**config.mk**
```make
export PLATFORM = sky130hd
export DESIGN_NAME = sssp_ctrl
export DESIGN_NICKNAME = d
export VERILOG_FILES = /design/src/sssp_pkg.sv /design/src/sssp_ctrl.sv
export SDC_FILE = /design/constraint.sdc
export NUM_CORES = 1
export LEC_CHECK = 0
export ABC_AREA = 1
export BUFFER_PORTS_ARGS = -buffer_cell sky130_fd_sc_hd__buf_2
export CELL_PAD_IN_SITES_DETAIL_PLACEMENT = 1
export CELL_PAD_IN_SITES_GLOBAL_PLACEMENT = 1
export CORE_UTILIZATION = 27
export CTS_CLUSTER_SIZE = 12
export DETAILED_ROUTE_END_ITERATION = 12
export PLACE_DENSITY_LB_ADDON = 0.25
export RECOVER_POWER = 25
export SLEW_MARGIN = 20
export SYNTH_ARGS = -nofsm -noshare
export SYNTH_HDL_FRONTEND = slang
export SYNTH_SLANG_ARGS = --single-unit
```
**constraint.sdc**
```tcl
create_clock -name clk_i -period 2.1 [get_ports clk_i]
set_clock_uncertainty 0.2 [all_clocks]
set_input_delay 0.525 -clock clk_i [delete_from_list [all_inputs] [get_ports clk_i]]
set_output_delay 0.525 -clock clk_i [all_outputs]
set_load 0.01 [all_outputs]
```
**src/sssp_pkg.sv**
```systemverilog
package sssp_pkg;

  localparam int MAX_NODES = 64;
  localparam int MAX_EDGES = 256;

  localparam int NIDX_W  = $clog2(MAX_NODES);
  localparam int EADDR_W = $clog2(MAX_EDGES);
  localparam int FILL_W  = EADDR_W + 1;
  localparam int CNT_W   = 7;
  localparam int W_W     = 16;
  localparam int DIST_W  = 23;
  localparam int DOUT_W  = 22;
  localparam int HOP_W   = 6;

  localparam logic [CNT_W-1:0]  NODE_COUNT_RESET = 7'd64;
  localparam logic [DOUT_W-1:0] DIST_MAX         = 22'h3FFFFF;
  localparam logic [HOP_W-1:0]  HOPS_MAX         = 6'h3f;

  typedef struct packed {
    logic [NIDX_W-1:0] a;
    logic [NIDX_W-1:0] b;
    logic [W_W-1:0]    w;
  } edge_t;

  typedef struct packed {
    logic [DIST_W-1:0] path_len;
    logic [CNT_W-1:0]  pred;
    logic [HOP_W-1:0]  hop;
  } node_t;

  typedef struct packed {
    logic in_rdy;
    logic init;
    logic sel_clr;
    logic sel_step;
    logic sel_stop;
    logic settle;
    logic e_clr;
    logic e_chk;
    logic n_upd;
    logic o_clr;
    logic o_show;
    logic o_next;
    logic done;
  } cmd_t;

  typedef struct packed {
    logic in_fire;
    logic in_last;
    logic sel_end;
    logic found;
    logic e_end;
    logic e_need;
    logic out_fire;
    logic o_end;
  } sts_t;

endpackage

```
**src/sssp_ctrl.sv**
```systemverilog
module sssp_ctrl (
  input  logic           clk_i,
  input  logic           rst_ni,
  input  sssp_pkg::sts_t sts_i,
  output sssp_pkg::cmd_t cmd_o
);
  localparam logic [3:0] ST_IDLE  = 4'd0;
  localparam logic [3:0] ST_INIT  = 4'd1;
  localparam logic [3:0] ST_SEL   = 4'd2;
  localparam logic [3:0] ST_SELW  = 4'd3;
  localparam logic [3:0] ST_SDEC  = 4'd4;
  localparam logic [3:0] ST_EREQ  = 4'd5;
  localparam logic [3:0] ST_ECHK  = 4'd6;
  localparam logic [3:0] ST_NUPD  = 4'd7;
  localparam logic [3:0] ST_ORD   = 4'd8;
  localparam logic [3:0] ST_OLD   = 4'd9;
  localparam logic [3:0] ST_OSHOW = 4'd10;

  logic [3:0] state_q, state_d;

  always_ff @(posedge clk_i or negedge rst_ni) begin
    if (!rst_ni) begin
      state_q <= ST_IDLE;
    end else begin
      state_q <= state_d;
    end
  end

  always_comb begin
    cmd_o   = '0;
    state_d = state_q;
    unique case (state_q)
      ST_IDLE: begin
        cmd_o.in_rdy = 1'b1;
        if (sts_i.in_fire && sts_i.in_last) state_d = ST_INIT;
      end
      ST_INIT: begin
        cmd_o.init = 1'b1;
        state_d    = ST_SEL;
      end
      ST_SEL: begin
        cmd_o.sel_step = 1'b1;
        if (sts_i.sel_end) state_d = ST_SELW;
      end
      ST_SELW: begin
        cmd_o.sel_stop = 1'b1;
        state_d        = ST_SDEC;
      end
      ST_SDEC: begin
        if (sts_i.found) begin
          cmd_o.settle = 1'b1;
          cmd_o.e_clr  = 1'b1;
          state_d      = ST_EREQ;
        end else begin
          cmd_o.o_clr = 1'b1;
          state_d     = ST_ORD;
        end
      end
      ST_EREQ: begin
        if (sts_i.e_end) begin
          cmd_o.sel_clr = 1'b1;
          state_d       = ST_SEL;
        end else begin
          state_d = ST_ECHK;
        end
      end
      ST_ECHK: begin
        cmd_o.e_chk = 1'b1;
        state_d     = sts_i.e_need ? ST_NUPD : ST_EREQ;
      end
      ST_NUPD: begin
        cmd_o.n_upd = 1'b1;
        state_d     = ST_EREQ;
      end
      ST_ORD: begin
        state_d = ST_OLD;
      end
      ST_OLD: begin
        cmd_o.o_show = 1'b1;
        state_d      = ST_OSHOW;
      end
      ST_OSHOW: begin
        if (sts_i.out_fire) begin
          if (sts_i.o_end) begin
            cmd_o.done = 1'b1;
            state_d    = ST_IDLE;
          end else begin
            cmd_o.o_next = 1'b1;
            state_d      = ST_ORD;
          end
        end
      end
      default: state_d = ST_IDLE;
    endcase
  end
endmodule

```
==> results of run 1 <==
-- per-layer routing --
metal / vias up / part of all wire / track usage / wire, um
li1: 270 / - / - / -
met1: 228 / 0.44 / 0.197 / 517
met2: 15 / 0.51 / 0.266 / 590
met3: 0 / 0.047 / 0.0333 / 55
met4: 0 / 0 / 0.0776 / 0
met5: - / 0 / 0 / 0
-- stage by stage --
step	hold slack (ns)	setup slack [ns]	setup TNS, ns
after floorplan	0.0294	0.352	0
after global placement	0.132	0.325	0
after detailed placement	0.132	0.308	0
after CTS	0.386	0.0449	0
after global routing	0.427	-0.0654	-0.197
final	0.385	0.0507	0
-- layout make-up --
| type | count | area [sq um] | share of cell area |
|---|---|---|---|
| multi-input combinational | 47 | 228 | 0.388 |
| inverter | 18 | 67.6 | 0.115 |
| sequential | 4 | 101 | 0.173 |
| tap | 15 | 18.8 | 0.0320 |
| timing repair buffer | 27 | 149 | 0.254 |
| clock buffer | 3 | 22.5 | 0.0384 |
-- what timing repair did --
action / 4_1_cts / 5_1_grt
hold buffers: 1 / 0
buffers inserted: 0 / 3
endpoints found under the hold margin: 4 / 0
endpoints found under the setup margin: 0 / 5
gates resized for setup: 0 / 3
-- cell families after synthesis --
group / after synthesis / share of synthesized area
flip-flops: 4 / 0.255
AO/OA/AOI/OAI: 2 / 0.0255
buffers and inverters: 19 / 0.191
AND/OR/NAND/NOR: 45 / 0.529
-- power by group --
group	switching [mW]	internal, mW
registers	0.0464	0.112
logic	0.283	0.188
clock network	0.0297	0.0638
-- critical path: stages (launching register included) --
cell	delay (ns)
dfrtp_1	0.41
inv_1	0.11
nor2_4	0.16
nand3_1	0.12
nor2_1	0.14
buf_2	0.15
-- cell usage in the layout, fill, tap and decap left out, drive strengths merged --
master       Yosys  routed
buf              1      25
inv             18      18
nand2           16      16
nor2            13      13
nand3           12      12
clkbuf           0       4
dfrtp            4       4
nor3             3       3
nor4             1       1
a21oi            1       1
o21ai            1       1
dlygate4sd3      0       1
-- final timing paths --
path	startpoint	slack [ns]	endpoint
worst max-delay path	state_q[1]	0.05	cmd_o[1]
worst min-delay path	sts_i[3]	0.38	state_q[2]
worst max register to register	state_q[1]	0.54	state_q[3]
worst min register to register	state_q[3]	0.47	state_q[2]
max in group asynchronous	rst_ni	1.06	state_q[0]
min in group asynchronous	rst_ni	0.45	state_q[1]
==> impl_results.md, run 1 <==
- Status: finished, final reports clean
- Layout cells sized above 1: 0.354
- Clock transition at path regs: 0.04 ns
- Die Y: 40.1 um
- Synth area leader: dfrtp_1
- CTS Sinks: 4
- Fin cells: 114
- Synth area leaders: dfrtp_1 (25%), inv_1 (16%), nand2_1 (15%)
- Max-cap viol count: 0
- Syn avg cell area: 5.61 sq um
- Diode count: 0
- Post-route ant nets: 0
- Most frequently used cell type in the post-synthesis netlist: inv_1
- Tmin final: 2.05 ns
- Post-synthesis sequential area ratio: 0.255
- Worst Hold Class: in2reg
- Ys async rst share: 1.00
- Die width: 40.1 um
- Crit. End Element: primary output
- Core Area: 1330 sq um
- Routed vias/inst: 4.50
- Slew HR: 0.810
- Max Slew Vio Count: 0
- Vias in the first global route: 421
- Worst-Skew Late Latency: 0.23 ns
- RSZ-0062 raised after global routing: true
- Critical Path AT: 1.32 ns
- Design Area, Final: 587 sq um
- Hold path cells: 4
- Total Routing Usage GR: 0.161
- CTS tree: done
- Iter 0 DRT Violations: 6
- Largest net degree at the start of global routing: 8
- First-pass GRT wire length: 1660 um
- # port buffers: 22
- Synthesized cell area: 393 sq um
- Total grt overflow: 0
- Regs by FF count: state_q: 4 flops
- Proportion of netlist area held by the largest area contributor: 0.255
- Synth unique cells: 14
- Tcrit/Tclk final: 0.976
- Total Wirelength: 1160 um
- Rows: 13
- Final Hold Vio Count: 0
- Critical path type: reg2out
- Post-Place Cells: 107
- Core Util, Final: 0.440
- Worst slew pin tran: 0.284 ns
- Synthesis Warnings: 0
- Clk buf depth: 2
- Initial antenna violation count: 0
- DRT Pass-1 Iters: 4
- Cells after Synth: 70
- EDFF count, synth: 0
- Crit path launch type: register
- Count of final setup violators: 0
- GP Congestion: 0.707
- Clock root cell: clkbuf_4
- Worst vdd ir: 0.568 mV
- Die area: 1610 sq um
- Nets: 111
- Top FF cell, synth: dfrtp_1
- WP data required: 1.37 ns
- DPL Wire Length: 938 um
- Mapped Nets: 80
- Vias: 513
- I/O pin cnt: 23
- Post-DR wirelength/cell: 10.2 um
- PwrDens: 1230 nW/um^2
- Fillers: 206
- Synth cell count leaders: inv_1 (17), nand2_1 (16), nand3_1 (11)
- Initial Utilization: 0.295
- CP Max Fanout: 5
- CTS buffer count: 3
- Post-route DRC: 0
- Pleak: 0.410 nW
- Area Growth Syn to Fin: 49.4%
- Placed cell areas: 522 sq um
- H-tree depth: 1
- Reg2reg path depth: 9
- Power Total: 0.722 mW
- Largest register FFs: 4
- Top reg by flops: state_q
- Max frequency: 488 MHz
- FF+latch count, synth: 4
Note: power is estimated with default switching activity, not from simulation.
==> inputs of run 2 (changes only) <==
- PLACE_DENSITY: default -> 0.82
- PLACE_DENSITY_LB_ADDON: 0.25 -> default
==> run 2 against run 1 <==
Worst setup slack improved by 0.018 ns. Sequential share of layout area rose by 1.2 points. Fmax up 0.88%. Via count shrank 3.7%. Critical endpoint is now cmd_o[0]. Largest power group unchanged.
==> impl_results.md, run 2 (synthesis results as in run 1) <==
- Status: finished, final reports clean (unchanged)
- Clk buf depth: 2 (unchanged)
- CP Max Fanout: 7 (was 5)
- Largest net degree at the start of global routing: 8 (unchanged)
- Vias in the first global route: 436 (was 421)
- Diode count: 0 (unchanged)
- Worst Hold Class: in2reg (unchanged)
- Hold slack: 0.396 ns (was 0.385 ns)
- Clock root cell: clkbuf_4 (unchanged)
- Hold path cells: 4 (unchanged)
- CP cell instances: inv_1 > nor2_4 > nand2_1 > nor3_1 > buf_2 (was inv_1 > nor2_4 > nand3_1 > nor2_1 > buf_2)
- H-tree depth: 1 (unchanged)
- Die width: 40.1 um (unchanged)
- Critical Path AT: 1.31 ns (was 1.32 ns)
- Total grt overflow: 0 (unchanged)
- Routed vias/inst: 4.49 (was 4.50)
- DRT Pass-1 Iters: 4 (unchanged)
- # port buffers: 22 (unchanged)
- Worst setup margin: 0.0686 ns (was 0.0507 ns)
- Critical path type: reg2out (unchanged)
- Clock transition at path regs: 0.04 ns (about the same)
- Max frequency: 492 MHz (was 488 MHz)
- Slew HR: 0.808 (was 0.810)
- Post-route DRC: 0 (unchanged)
- WP data required: 1.37 ns (about the same)
- I/O pin cnt: 23 (unchanged)
- RSZ-0062 raised after global routing: true (unchanged)
- Worst vdd ir: 0.577 mV (was 0.568 mV)
- Regs by FF count: state_q: 4 flops (unchanged)
- Max-cap viol count: 0 (unchanged)
- Layout cells sized above 1: 0.326 (was 0.354)
- Count of final setup violators: 0 (unchanged)
- Pleak: 0.389 nW (was 0.410 nW)
- Core Area: 1330 sq um (unchanged)
- Setup WS pre-CTS: 0.259 ns (was 0.308 ns)
- Final Hold Vio Count: 0 (unchanged)
- Worst-Skew Late Latency: 0.24 ns (was 0.23 ns)
- Nets: 107 (was 111)
- Sw Ratio: 0.520 (was 0.497)
- CTS tree: done (unchanged)
- Post-route ant nets: 0 (unchanged)
- Vias: 494 (was 513)
- Tmin final: 2.03 ns (was 2.05 ns)
- CTS Sinks: 4 (unchanged)
- Iter 0 DRT Violations: 1 (was 6)
- Die area: 1610 sq um (unchanged)
- Commonest non-fill, non-tap cell in the layout: buf_2 (unchanged)
- GP Congestion: 0.741 (was 0.707)
- Area Growth Syn to Fin: 39.8% (was 49.4%)
- Post-Route Setup TNS: 0 ns (unchanged)
- Total Wirelength: 1120 um (was 1160 um)
- PwrDens: 1220 nW/um^2 (was 1230 nW/um^2)
- Reg2reg path depth: 6 (was 9)
- Max Slew Vio Count: 0 (unchanged)
- Seq pwr share: 0.241 (was 0.220)
- Fillers: 201 (was 206)
- Most frequent cells in the layout: buf_2 (21), inv_1 (17), nand2_1 (16) (unchanged)
- Slowest-stage cell, CP: dfrtp_1 (unchanged)
- Internal: 0.321 mW (was 0.364 mW)
- Initial Utilization: 0.295 (unchanged)
- Core Util, Final: 0.412 (was 0.440)
- First-pass GRT wire length: 1740 um (was 1660 um)
- Largest register FFs: 4 (unchanged)
- Fin cells: 110 (was 114)
- CTS buffer count: 3 (unchanged)
- Post-DR wirelength/cell: 10.2 um (about the same)
- Tcrit/Tclk final: 0.967 (was 0.976)
- Rows: 13 (unchanged)
- Design Area, Final: 549 sq um (was 587 sq um)
- Worst slew pin tran: 0.287 ns (was 0.284 ns)
- Switching pwr: 0.348 mW (was 0.359 mW)
- Power Total: 0.669 mW (was 0.722 mW)
- Placed cell areas: 514 sq um (was 522 sq um)
- Crit. End Element: primary output (unchanged)
- DPL Wire Length: 951 um (was 938 um)
- Clock group share of total power: 0.142 (was 0.129)
- Top reg by flops: state_q (unchanged)
- Total Routing Usage GR: 0.168 (was 0.161)
- Crit-path max cell delay: 0.42 ns (was 0.41 ns)
- Crit path launch type: register (unchanged)
- Initial antenna violation count: 0 (unchanged)
- Comb pwr share: 0.618 (was 0.651)
- Post-Place Cells: 106 (was 107)
- Die Y: 40.1 um (unchanged)
run 2: changes by cell type in the layout (fill, tap and decap cells not counted), sizes merged:
| cell | change |
|---|---|
| buf | -4 |
run 2: path summary, 6_finish.rpt:
| kind | start | endpoint | slack, ns |
|---|---|---|---|
| min reg2reg | state_q[0] | state_q[3] | 0.49 |
| max in group asynchronous | rst_ni | state_q[0] | 1.03 |
| min in group asynchronous | rst_ni | state_q[1] | 0.47 |
| max | state_q[1] | cmd_o[0] | 0.07 |
| min | sts_i[3] | state_q[2] | 0.40 |
| max reg2reg | state_q[1] | state_q[3] | 0.68 |
run 2: per-layer routing:
| layer | global-route usage | up-vias | wire, um |
|---|---|---|---|
| li1 | - | 262 | - |
| met3 | 0.0167 | 2 | 46 |
| met1 | 0.204 | 217 | 514 |
| met5 | 0 | - | 0 |
| met4 | 0.103 | 0 | 19 |
| met2 | 0.282 | 13 | 543 |
run 2: cell type report:
class | instances | area [sq um] | area share
Inverter | 18 | 67.6 | 0.123
Clock buffer | 3 | 22.5 | 0.0410
Multi-Input combinational cell | 47 | 220 | 0.401
Timing Repair Buffer | 23 | 119 | 0.216
Tap cell | 15 | 18.8 | 0.0342
Sequential cell | 4 | 101 | 0.185
run 2: what timing repair did:
action / 4_1_cts / 5_1_grt
endpoints found under the hold margin: 4 / 0
hold buffers: 1 / 0
gates resized for setup: 0 / 2
setup buffers: 0 / 0
endpoints found under the setup margin: 0 / 6
run 2: power by group through the flow:
stage / Sequential, mW / Clock (mW) / Combinational (mW)
after floorplan: 0.146 / 0 / 0.295
after global placement: 0.155 / 0 / 0.406
after detailed placement: 0.160 / 0 / 0.416
after CTS: 0.159 / 0.100 / 0.419
after global routing: 0.169 / 0.103 / 0.476
final: 0.161 / 0.0948 / 0.413
run 2: critical path, delay by kind of cell, from the launching register on:
kind | cells | cell delay (ns)
flops | 1 | 0.42
buf+inv | 2 | 0.27
simple gates | 3 | 0.38
